## src/hdl/sise_pkg.sv

```systemverilog
// ----------------------------------------------------------------------------
// Sorted integer set engine package
// Shared widths, request codes and defaults.
// ----------------------------------------------------------------------------
package sise_pkg;

  localparam int unsigned DefCapacity = 16;
  localparam int unsigned MaxResults  = 32;
  localparam int unsigned DataW       = 32;

  typedef enum logic [2:0] {
    REQ_INSERT = 3'd0,
    REQ_ERASE  = 3'd1,
    REQ_FIND   = 3'd2,
    REQ_LIST   = 3'd3,
    REQ_UNION  = 3'd4,
    REQ_INTER  = 3'd5,
    REQ_DIFF   = 3'd6,
    REQ_NONE   = 3'd7
  } req_type_e;

endpackage

```

## src/hdl/sise_ram.sv

```systemverilog
// ----------------------------------------------------------------------------
// Generic RAM
// One write port and one read port with registered read data.
// ----------------------------------------------------------------------------
module sise_ram #(
  parameter int unsigned Width = 32,
  parameter int unsigned Depth = 16,
  parameter int unsigned AddrW = (Depth > 1) ? $clog2(Depth) : 1
) (
  input  logic             clk_i,
  input  logic             we_i,
  input  logic [AddrW-1:0] waddr_i,
  input  logic [Width-1:0] wdata_i,
  input  logic [AddrW-1:0] raddr_i,
  output logic [Width-1:0] rdata_o
);

  logic [Width-1:0] mem_q [Depth];

  always_ff @(posedge clk_i) begin
    if (we_i) begin
      mem_q[waddr_i] <= wdata_i;
    end
    rdata_o <= mem_q[raddr_i];
  end

endmodule

```

## src/hdl/sorted_integer_set_engine.sv

```systemverilog
// ----------------------------------------------------------------------------
// Sorted integer set engine
// Two bounded ascending sets with insert, erase, find, list and merge streams.
// ----------------------------------------------------------------------------
// Channel | Direction | Handshake          | Payload
// req     | in        | req_valid_i/ready_o| req_type_i, which_set_i, value_i
// rsp     | out       | rsp_valid_o/ready_i| found_o, status_o, element_o,
//         |           |                    | element_valid_o, last_o
//
// Each set lives in a RAM with one registered read port. Find, insert and
// erase scan the set one member at a time (S_SCAN, S_SCANW), and insert and
// erase then move members one at a time (S_MOVE, S_MOVEW). A list visits each
// member through S_SCAN and S_SCANW and a merge through S_MRD, S_MRDW and
// S_MCMP. Reset clears both counts; no clearing pass. A stalled response holds
// the sequencer until it is taken.
module sorted_integer_set_engine #(
  parameter int unsigned Capacity = sise_pkg::DefCapacity
) (
  input  logic        clk_i,
  input  logic        rst_ni,
  input  logic        req_valid_i,
  output logic        req_ready_o,
  input  logic [2:0]  req_type_i,
  input  logic        which_set_i,
  input  logic signed [31:0] value_i,
  output logic        rsp_valid_o,
  input  logic        rsp_ready_i,
  output logic        found_o,
  output logic        status_o,
  output logic signed [31:0] element_o,
  output logic        element_valid_o,
  output logic        last_o
);

  localparam int unsigned AW = (Capacity > 1) ? $clog2(Capacity) : 1;
  localparam int unsigned CW = $clog2(Capacity + 1);
  localparam int unsigned KW = $clog2(sise_pkg::MaxResults + 1);

  typedef enum logic [3:0] {
    S_IDLE, S_SCAN, S_SCANW, S_DECIDE, S_MOVE, S_MOVEW, S_MRD, S_MRDW, S_MCMP,
    S_EMIT, S_RSP
  } state_e;

  state_e state_q;
  logic [2:0] req_q;
  logic sel_q;
  logic signed [31:0] val_q;
  logic [CW-1:0] cnt_a_q, cnt_b_q, i_q, j_q, pos_q;
  logic found_q, gt_seen_q;
  logic [KW-1:0] k_q;
  logic pend_q;
  logic signed [31:0] pend_val_q;
  logic rsp_valid_q, found_oq, status_q, ev_q, last_q;
  logic signed [31:0] elem_q;

  logic we_a, we_b;
  logic [AW-1:0] waddr, raddr_a, raddr_b;
  logic [31:0] wdata, rd_a, rd_b;

  sise_ram #(.Width(32), .Depth(Capacity), .AddrW(AW)) u_ram_a (
    .clk_i, .we_i(we_a), .waddr_i(waddr), .wdata_i(wdata),
    .raddr_i(raddr_a), .rdata_o(rd_a));
  sise_ram #(.Width(32), .Depth(Capacity), .AddrW(AW)) u_ram_b (
    .clk_i, .we_i(we_b), .waddr_i(waddr), .wdata_i(wdata),
    .raddr_i(raddr_b), .rdata_o(rd_b));

  logic [CW-1:0] n_sel;
  logic signed [31:0] rd_sel, xa, xb;
  logic [CW-1:0] i_n;
  assign n_sel  = sel_q ? cnt_b_q : cnt_a_q;
  assign rd_sel = sel_q ? rd_b : rd_a;
  assign xa = rd_a;
  assign xb = rd_b;

  // Shared address path: scans read at i_q, moves read at i_q as well.
  logic [CW-1:0] rd_idx;
  always_comb begin
    rd_idx = i_q;
    raddr_a = rd_idx[AW-1:0];
    raddr_b = rd_idx[AW-1:0];
    if (state_q inside {S_MRD, S_MRDW, S_MCMP}) begin
      raddr_a = i_q[AW-1:0];
      raddr_b = j_q[AW-1:0];
    end
  end

  // Merge decision from the a_le_b and b_le_a comparisons.
  logic a_ok, b_ok, take_a, take_b, a_le_b, b_le_a, keep;
  assign a_ok = i_q < cnt_a_q;
  assign b_ok = j_q < cnt_b_q;
  assign a_le_b = xa <= xb;
  assign b_le_a = xb <= xa;
  always_comb begin
    if (a_ok && b_ok) begin
      take_a = a_le_b;
      take_b = b_le_a;
    end else begin
      take_a = a_ok;
      take_b = b_ok;
    end
    case (req_q)
      sise_pkg::REQ_UNION: keep = 1'b1;
      sise_pkg::REQ_INTER: keep = take_a && take_b;
      sise_pkg::REQ_DIFF:  keep = take_a && !take_b;
      default:             keep = 1'b0;
    endcase
  end

  logic wr_en;
  assign we_a = wr_en && !sel_q;
  assign we_b = wr_en && sel_q;

  logic rsp_free;
  assign rsp_free = !rsp_valid_q || rsp_ready_i;
  assign req_ready_o = (state_q == S_IDLE) && !rsp_valid_q;
  assign i_n = i_q + CW'(1);

  // Write path: insert shifts down (from top) then writes val_q at pos_q, erase shifts up.
  always_comb begin
    wr_en = 1'b0;
    waddr = i_q[AW-1:0];
    wdata = rd_sel;
    if (state_q == S_MOVEW) begin
      if (req_q == sise_pkg::REQ_INSERT) begin
        wr_en = 1'b1;
        waddr = i_n[AW-1:0];
      end else begin
        wr_en = 1'b1;
        waddr = AW'(i_q - CW'(1));
      end
    end else if (state_q == S_DECIDE && req_q == sise_pkg::REQ_INSERT && !found_q
                 && n_sel < CW'(Capacity) && i_q == pos_q) begin
      wr_en = 1'b1;
      waddr = pos_q[AW-1:0];
      wdata = val_q;
    end
  end

  always_ff @(posedge clk_i or negedge rst_ni) begin
    if (!rst_ni) begin
      state_q <= S_IDLE;
      cnt_a_q <= '0;
      cnt_b_q <= '0;
      rsp_valid_q <= 1'b0;
      req_q <= '0; sel_q <= 1'b0; val_q <= '0;
      i_q <= '0; j_q <= '0; pos_q <= '0; found_q <= 1'b0; gt_seen_q <= 1'b0;
      k_q <= '0; pend_q <= 1'b0; pend_val_q <= '0;
      found_oq <= 1'b0; status_q <= 1'b0; ev_q <= 1'b0; last_q <= 1'b0;
      elem_q <= '0;
    end else begin
      if (rsp_valid_q && rsp_ready_i) rsp_valid_q <= 1'b0;
      case (state_q)
        S_IDLE: begin
          if (req_valid_i && req_ready_o) begin
            req_q <= req_type_i; sel_q <= which_set_i; val_q <= value_i;
            i_q <= '0; j_q <= '0; found_q <= 1'b0; gt_seen_q <= 1'b0;
            k_q <= '0; pend_q <= 1'b0;
            pos_q <= which_set_i ? cnt_b_q : cnt_a_q;
            case (req_type_i)
              sise_pkg::REQ_INSERT, sise_pkg::REQ_ERASE, sise_pkg::REQ_FIND,
              sise_pkg::REQ_LIST: state_q <= S_SCAN;
              sise_pkg::REQ_UNION, sise_pkg::REQ_INTER,
              sise_pkg::REQ_DIFF: state_q <= S_MRD;
              default: begin
                found_oq <= 1'b0; status_q <= 1'b0; ev_q <= 1'b0;
                elem_q <= '0; last_q <= 1'b1;
                state_q <= S_RSP;
              end
            endcase
          end
        end
        S_SCAN: begin
          if (i_q >= n_sel) begin
            if (req_q == sise_pkg::REQ_LIST) begin
              state_q <= S_EMIT;
            end else begin
              state_q <= S_DECIDE;
            end
          end else begin
            state_q <= S_SCANW;
          end
        end
        S_SCANW: begin
          if (req_q == sise_pkg::REQ_LIST) begin
            if (k_q < KW'(sise_pkg::MaxResults)) begin
              if (!pend_q) begin
                pend_q <= 1'b1; pend_val_q <= rd_sel;
                k_q <= k_q + KW'(1);
                i_q <= i_n; state_q <= S_SCAN;
              end else if (rsp_free) begin
                found_oq <= 1'b0; status_q <= 1'b0; ev_q <= 1'b1;
                elem_q <= pend_val_q; last_q <= 1'b0;
                rsp_valid_q <= 1'b1; k_q <= k_q + KW'(1);
                pend_val_q <= rd_sel;
                i_q <= i_n; state_q <= S_SCAN;
              end
            end else begin
              i_q <= i_n; state_q <= S_SCAN;
            end
          end else begin
            if (rd_sel == val_q && !found_q) begin
              found_q <= 1'b1; pos_q <= i_q;
            end
            if (!gt_seen_q && !found_q && rd_sel > val_q) begin
              gt_seen_q <= 1'b1; pos_q <= i_q;
            end
            i_q <= i_n; state_q <= S_SCAN;
          end
        end
        S_DECIDE: begin
          found_oq <= found_q; status_q <= 1'b0; ev_q <= 1'b0;
          elem_q <= '0; last_q <= 1'b1;
          if (req_q == sise_pkg::REQ_INSERT && !found_q) begin
            if (n_sel >= CW'(Capacity)) begin
              status_q <= 1'b1; state_q <= S_RSP;
            end else if (i_q == pos_q) begin
              if (sel_q) cnt_b_q <= cnt_b_q + CW'(1);
              else cnt_a_q <= cnt_a_q + CW'(1);
              state_q <= S_RSP;
            end else begin
              i_q <= i_q - CW'(1); state_q <= S_MOVE;
            end
          end else if (req_q == sise_pkg::REQ_ERASE && found_q) begin
            i_q <= pos_q + CW'(1); state_q <= S_MOVE;
          end else begin
            state_q <= S_RSP;
          end
        end
        S_MOVE: begin
          if (req_q == sise_pkg::REQ_ERASE && i_q >= n_sel) begin
            if (sel_q) cnt_b_q <= cnt_b_q - CW'(1);
            else cnt_a_q <= cnt_a_q - CW'(1);
            state_q <= S_RSP;
          end else begin
            state_q <= S_MOVEW;
          end
        end
        S_MOVEW: begin
          if (req_q == sise_pkg::REQ_INSERT) begin
            if (i_q == pos_q) begin
              i_q <= pos_q; state_q <= S_DECIDE;
            end else begin
              i_q <= i_q - CW'(1); state_q <= S_MOVE;
            end
          end else begin
            i_q <= i_n; state_q <= S_MOVE;
          end
        end
        S_MRD: begin
          if (!a_ok && !b_ok) state_q <= S_EMIT;
          else state_q <= S_MRDW;
        end
        S_MRDW: state_q <= S_MCMP;
        S_MCMP: begin
          if (keep && k_q < KW'(sise_pkg::MaxResults)) begin
            if (pend_q) begin
              if (rsp_free) begin
                found_oq <= 1'b0; status_q <= 1'b0; ev_q <= 1'b1;
                elem_q <= pend_val_q; last_q <= 1'b0; rsp_valid_q <= 1'b1;
                pend_val_q <= take_a ? xa : xb;
                k_q <= k_q + KW'(1);
                if (take_a) i_q <= i_n;
                if (take_b) j_q <= j_q + CW'(1);
                state_q <= S_MRD;
              end
            end else begin
              pend_q <= 1'b1; pend_val_q <= take_a ? xa : xb;
              k_q <= k_q + KW'(1);
              if (take_a) i_q <= i_n;
              if (take_b) j_q <= j_q + CW'(1);
              state_q <= S_MRD;
            end
          end else begin
            if (take_a) i_q <= i_n;
            if (take_b) j_q <= j_q + CW'(1);
            state_q <= S_MRD;
          end
        end
        S_EMIT: begin
          if (rsp_free) begin
            found_oq <= 1'b0; status_q <= 1'b0; ev_q <= pend_q;
            elem_q <= pend_q ? pend_val_q : '0; last_q <= 1'b1;
            rsp_valid_q <= 1'b1; state_q <= S_IDLE;
          end
        end
        S_RSP: begin
          if (rsp_free) begin
            rsp_valid_q <= 1'b1; state_q <= S_IDLE;
          end
        end
        default: state_q <= S_IDLE;
      endcase
    end
  end

  assign rsp_valid_o     = rsp_valid_q;
  assign found_o         = found_oq;
  assign status_o        = status_q;
  assign element_o       = elem_q;
  assign element_valid_o = ev_q;
  assign last_o          = last_q;

endmodule

```

## config.mk

```make
export PLATFORM = sky130hd
export DESIGN_NAME = sorted_integer_set_engine
export DESIGN_NICKNAME = d
export VERILOG_FILES = /design/src/hdl/sise_pkg.sv /design/src/hdl/sise_ram.sv /design/src/hdl/sorted_integer_set_engine.sv
export SDC_FILE = /design/constraint.sdc
export NUM_CORES = 2
export LEC_CHECK = 0
export ABC_CLOCK_PERIOD_IN_PS = 5550
export BUFFER_PORTS_ARGS = -buffer_cell sky130_fd_sc_hd__buf_2
export CORE_MARGIN = 1.5
export CORE_UTILIZATION = 57
export DETAILED_ROUTE_END_ITERATION = 7
export PLACE_DENSITY_LB_ADDON = 0.1
export SLEW_MARGIN = 20
export SYNTH_ARGS = -nofsm -noshare
export SYNTH_HDL_FRONTEND = slang
export SYNTH_HIERARCHICAL = 1
export SYNTH_SLANG_ARGS = --single-unit
```

## constraint.sdc

```tcl
create_clock -name clk_i -period 5.55 [get_ports clk_i]
set_clock_uncertainty 0.2 [all_clocks]
set_input_delay 0.2775 -clock clk_i [delete_from_list [all_inputs] [get_ports clk_i]]
set_output_delay 0.2775 -clock clk_i [all_outputs]
set_load 0.05 [all_outputs]
```

Word-level counts from Yosys, hierarchy flattened
Memories as Yosys holds them, arrays and structs flattened. A register that Yosys moved wholly into a read port is not among the register bits.
Index checks and enable logic that the tools add are counted.
W data, S select, Z words.
{"block": "op_classes", "add_sub_neg": 9, "magnitude_cmp": 9, "n_eq_ne": 49, "n_mux": 155, "reduce_logical": 56}
{"op": "$mux W32", "count": 20}
{"op": "$mux W5", "count": 37}
{"op": "$pmux W32 S5", "count": 1}
{"op": "$mux W4", "count": 22}
{"op": "$le A32 B32 Y1", "count": 2}
{"op": "$pmux W32 S2", "count": 1}
{"op": "$mux W1", "count": 50}
{"op": "$pmux W4 S10", "count": 1}
{"op": "$pmux W5 S2", "count": 4}
{"op": "$mux W6", "count": 6}
{"op": "$eq A32 B32 Y1", "count": 1}
{"op": "$gt A32 B32 Y1", "count": 1}
{"op": "$reduce_and A7 Y1", "count": 4}
{"op": "$ne A2 B2 Y1 const B", "count": 13}
{"op": "$add A5 B1 Y5 const B", "count": 5}
{"op": "$pmux W5 S5", "count": 1}
{"op": "$logic_and A1 B1 Y1", "count": 20}
{"op": "$pmux W1 S5", "count": 4}
{"op": "$eq A3 B3 Y1 const B", "count": 6}
{"op": "$pmux W6 S3", "count": 1}
{"op": "$eq A4 B3 Y1 const B", "count": 4}
{"op": "$reduce_and A4 Y1", "count": 4}
{"op": "$ne A3 B3 Y1 const B", "count": 5}
{"op": "$sub A5 B1 Y5 const B", "count": 3}
{"op": "other kinds (35)", "count": 62}
{"block": "word_totals", "reg_bits": 143, "ram_bits": 1024, "output_inout_bits": 38, "n_memories": 2}
{"memory": "u_ram_a.mem_q", "depth": 16, "word_bits": 32, "rd": 1, "rd_ports_with_merged_regs": 1, "write_ports": 1, "line": "sise_ram.sv:18", "text": "logic [Width-1:0] mem_q [Depth];"}
{"memory": "u_ram_b.mem_q", "depth": 16, "word_bits": 32, "rd": 1, "rd_ports_with_merged_regs": 1, "write_ports": 1, "line": "sise_ram.sv:18"}

Longest topological paths before layout
{"block": "logic_depth", "depth_word": 10, "depth_mapped": 13, "ltp_nobuf": 11}

Hierarchy
The synthesis kept the hierarchy.
{"mod": "sise_ram", "instances": 2, "cells_per_inst": 838, "area_per_inst_um2": 19835.3, "seq_area_each_um2": 16015.4}
{"mod": "sorted_integer_set_engine", "instances": 1, "cells_per_inst": 1184, "area_per_inst_um2": 10566.4, "seq_area_each_um2": 3578.4}

Worst setup path after synthesis
Ideal clock, no wire load.
{"block": "synth_timing", "path_type": "register -> register", "startpoint": "register state_q[3]", "endpoint": "memory u_ram_b.mem_q[0][0] (enable)", "arrival_ns": 4.974, "setup_slack_ns": -0.085, "stages_incl_launch_ff": 13, "path_buffers": 3, "cell_sequence": "dfrtp_1 -> buf_2 -> nor2_1 -> and3_1 -> clkbuf_1 -> and2_1 -> and3_1 -> clkbuf_1 -> nor2_1 -> a21o_1 -> a221o_1 -> or3b_2 -> nor3_1"}
{"element": "from (decl)", "line": "sorted_integer_set_engine.sv:44", "text": "state_e state_q;"}
{"element": "from (signal assigned)", "line": "sorted_integer_set_engine.sv:141", "text": "state_q <= S_IDLE;"}
{"element": "from (signal assigned)", "line": "sorted_integer_set_engine.sv:161", "text": "sise_pkg::REQ_LIST: state_q <= S_SCAN;"}
{"element": "from (signal assigned)", "line": "sorted_integer_set_engine.sv:163", "text": "sise_pkg::REQ_DIFF: state_q <= S_MRD;"}
{"element": "$eq A4 B2 Y1", "line": "sorted_integer_set_engine.sv:131", "text": "end else if (state_q == S_DECIDE && req_q == sise_pkg::REQ_INSERT && !found_q"}
{"element": "$logic_and A1 B1 Y1 (2 in a row)", "line": "sorted_integer_set_engine.sv:131"}
{"element": "$logic_and A1 B1 Y1 (2 in a row)", "line": "sorted_integer_set_engine.sv:132", "text": "&& n_sel < CW'(Capacity) && i_q == pos_q) begin"}
{"element": "$mux W4", "line": "sorted_integer_set_engine.sv:131"}
{"element": "$mux W4 *", "line": "sorted_integer_set_engine.sv:123", "text": "if (state_q == S_MOVEW) begin"}
{"element": "via waddr[2]", "line": "sorted_integer_set_engine.sv:57", "text": "logic [AW-1:0] waddr, raddr_a, raddr_b;"}
{"element": "to (decl)", "line": "sise_ram.sv:18"}
The timed path passes the listed nets; every way through them passes the cells marked *.

Worst setup path after layout
{"block": "layout_timing", "startpoint": "register state_q[3]", "endpoint": "memory u_ram_a.mem_q[9][4] (enable)"}
{"element": "$eq A4 B2 Y1", "line": "sorted_integer_set_engine.sv:131"}
{"element": "$logic_and A1 B1 Y1 (2 in a row)", "line": "sorted_integer_set_engine.sv:131"}
{"element": "$logic_and A1 B1 Y1 (2 in a row)", "line": "sorted_integer_set_engine.sv:132"}
{"element": "$mux W4", "line": "sorted_integer_set_engine.sv:131"}
{"element": "$mux W4 *", "line": "sorted_integer_set_engine.sv:123"}
{"element": "via waddr[0]", "line": "sorted_integer_set_engine.sv:57"}
{"element": "to (decl)", "line": "sise_ram.sv:18"}
Marked as above.

==> out/qor.txt <==
Final Max Tran Viols -> 0
Dominant synthesized flop cell -> edfxtp_1
Asr flop ratio synth -> 11.6%
Clk_lat worst skew -> 0.70 ns
Synthesized area -> 50,200 sq um
Routed wire per std cell -> 28.9 um
Synth cell count leaders -> edfxtp_1 (1,024), mux4_2 (256), nand2_1 (207)
Share of cells above drive strength 1 -> 22.7%
Layout Nets -> 3,157
Antenna violations before repair -> 1
Measured slew at the worst slew-check pin -> 1.09 ns
Area growth syn-to-layout -> 13.2%
Most common cell in the netlist -> edfxtp_1
CTS root buf -> clkbuf_16
Largest area contributor in the netlist -> edfxtp_1
Yosys reg bits -> 1,231
Postcts setup bufs -> 0
DR iter-0 viols -> 2,677
First-pass DRT Iterations -> 6
Die W -> 300 um
Core area -> 87,000 sq um
Filler instances -> 5,902
Largest net degree at the start of global routing -> 92
Die area -> 89,900 sq um
Max_slew headroom -> 27.1%
CTS tree -> done
IO buf count -> 77
CTS clk-pin slew, worst paths -> 0.07 ns
Outcome -> finished, violations left
Syn_nets -> 2,990
DPL Wire Length -> 78,500 um
WP data required -> 5.75 ns
PwrDens -> 594 nW/um^2
Crit Path Category -> register to register
Diode count -> 0
Number of global-route vias before repair -> 27.5k
H-tree level count -> 3
Avg Cell Area, Syn -> 17.6 sq um
Cell Rows -> 108
Fin crit share -> 86.8%
Power consumption -> 33.8 mW
Die Y -> 300 um
Minimum clock period -> 4.82 ns
Sequential share of the synthesized area -> 70.9%
Fmax -> 0.208 GHz
Final hold slack -> -0.0276 ns
CP Capture Type -> register
Max-Cap Viols -> 0
Total gr overflow -> 0
Static Leak -> 19.7 nW
Synth top area share -> 61.2%
First-pass GRT wire length -> 184,000 um
EDFF count, synth -> 1,024
CTS sink cnt -> 1,231
Starting Density -> 57.7%
Startpoint Class -> register
Worst Hold Class -> input pin to asynchronous set/reset pin
Hold Violations, Final -> 8
Dominant cells by area after synthesis -> edfxtp_1 (61%), mux4_2 (11%), dfrtp_1 (7.1%), dfxtp_1 (2.6%), ha_1 (2.2%)
Vias/cell -> 6.32
Via count -> 27.1k
Post-layout util -> 65.4%
Total wire length -> 124,000 um
Clock buffer count from CTS -> 118
Max IR drop VDD -> 0.740 mV
Cells after Synth -> 2,860
RePlAce Congestion -> 0.929
Clk buf depth -> 3
Drt drc -> 0
Final setup violation count -> 0
TNS Setup -> 0 ns
Failing checks -> hold timing
WP data arrival -> 5.01 ns
Io pins -> 78
CP max FO -> 21
Antenna-violating nets left -> 0
Synth Warn # -> 6
Unrepaired setup endpoints after global routing -> false
Distinct cell type count after synthesis -> 77
GRT Total Usage -> 28.1%
==> cells by family (layout without fill, tap and decap cells) <==
kind of cell	count (synthesis)	count (layout)	share of synthesized area (%)
adders and majority gates	90	90	2.27
muxes	412	412	14.8
buffers and inverters	264	536	2.27
AOI/OAI and AO/OA	373	373	5.02
and+or+nand+nor	464	464	4.31
DFF	1231	1231	70.9
xor gates and xnor gates	26	26	0.453
==> per-stage QoR <==
step	cells	worst slack (ns)	hold WS [ns]	cell area (sq um)
final	4287	0.731	-0.0276	56900
after global routing	4287	0.516	0.0400	56900
after CTS	4287	0.797	0.0236	56900
after detailed placement	4023	0.817	0.176	52400
after global placement	4023	0.928	0.169	52400
after floorplan	2860	0.190	-0.218	50200
==> routing by layer <==
| metal | GRT usage [%] | wire [um] |
|---|---|---|
| met5 | 0 | 13 |
| met4 | 9.19 | 4160 |
| met3 | 4.17 | 9340 |
| met2 | 44.5 | 59400 |
| met1 | 40.7 | 50900 |
==> cell type report <==
| cell class | instances | area [sq um] | area share, % |
|---|---|---|---|
| inverter | 119 | 447 | 0.785 |
| clock buffer | 153 | 3230 | 5.67 |
| multi-input combinational | 1365 | 13800 | 24.3 |
| sequential | 1231 | 35600 | 62.6 |
| tap | 1155 | 1450 | 2.54 |
| clock inverter | 72 | 863 | 1.52 |
| timing repair buffer | 192 | 1470 | 2.58 |
==> cell usage in the layout, fill, tap and decap left out, types with 12 or more instances in the layout <==
master,count
edfxtp_1,1024
mux4_2,256
nand2_1,207
dfrtp_1,139
a22oi_1,131
clkbuf_16,120
inv_1,119
o21ai_0,99
ha_1,88
mux2i_1,80
buf_2,76
buf_4,66
dfxtp_1,64
nor3_1,51
a21oi_1,48
nor2_1,47
mux2_2,46
dlygate4sd3_1,39
mux2_1,28
nand3_1,27
nor2_4,27
clkbuf_1,23
clkinv_2,22
a21o_1,19
xnor2_1,17
nand4_1,17
bufinv_16,16
nand2b_1,14
nor2b_1,13
clkinv_1,12
clkinvlp_4,12
==> state kept, by name, summed over array words and instances, names as in the netlist, 3 cells and up <==
name and cells:
u_ram_b/rdata_o 32, pend_val_q 32, cnt_a_q 5, i_q 5, cnt_b_q 5, pos_q 5
val_q 32, k_q 6, u_ram_a/rdata_o 32, state_q 4, u_ram_a/mem_q 512, req_q 3
u_ram_b/mem_q 512, j_q 5, element_o 32
==> path summary, 6_finish.rpt <==
check	cells after the start	start	slack (ns)	end
max	9	state_q[3]	0.73	u_ram_a/mem_q[9][4]
min	2	rst_ni	-0.03	val_q[2]
max reg2reg	9	state_q[3]	0.73	u_ram_a/mem_q[9][4]
min reg2reg	1	element_o[11]	0.29	element_o[11]
max in group asynchronous	3	rst_ni	3.76	i_q[1]
min in group clk_i	4	value_i[23]	0.12	val_q[23]
==> worst max-delay path, cell delays in order, from the launching register on <==
cell,delay [ns]
dfrtp_1,0.77
nor2_1,0.17
and3_1,0.35
and2_1,0.23
and3_1,0.26
nor2_1,0.30
a221o_1,0.79
nand2b_1,0.44
nor2_4,0.66
buf_4,0.34
==> power breakdown <==
part	leakage (nW)	switching [mW]	internal [mW]	total (mW)
sequential	11.6	0.640	12.6	13.3
clock	1.97	3.48	4.86	8.34
combinational	6.17	8.07	4.12	12.2
==> timing repair <==
| item | 4_1_cts | 5_1_grt |
|---|---|---|
| gates resized for setup | 0 | 0 |
| endpoints found under the hold margin | 132 | 0 |
| hold buffers | 39 | 0 |
Note: power is estimated with default switching activity, not from simulation.
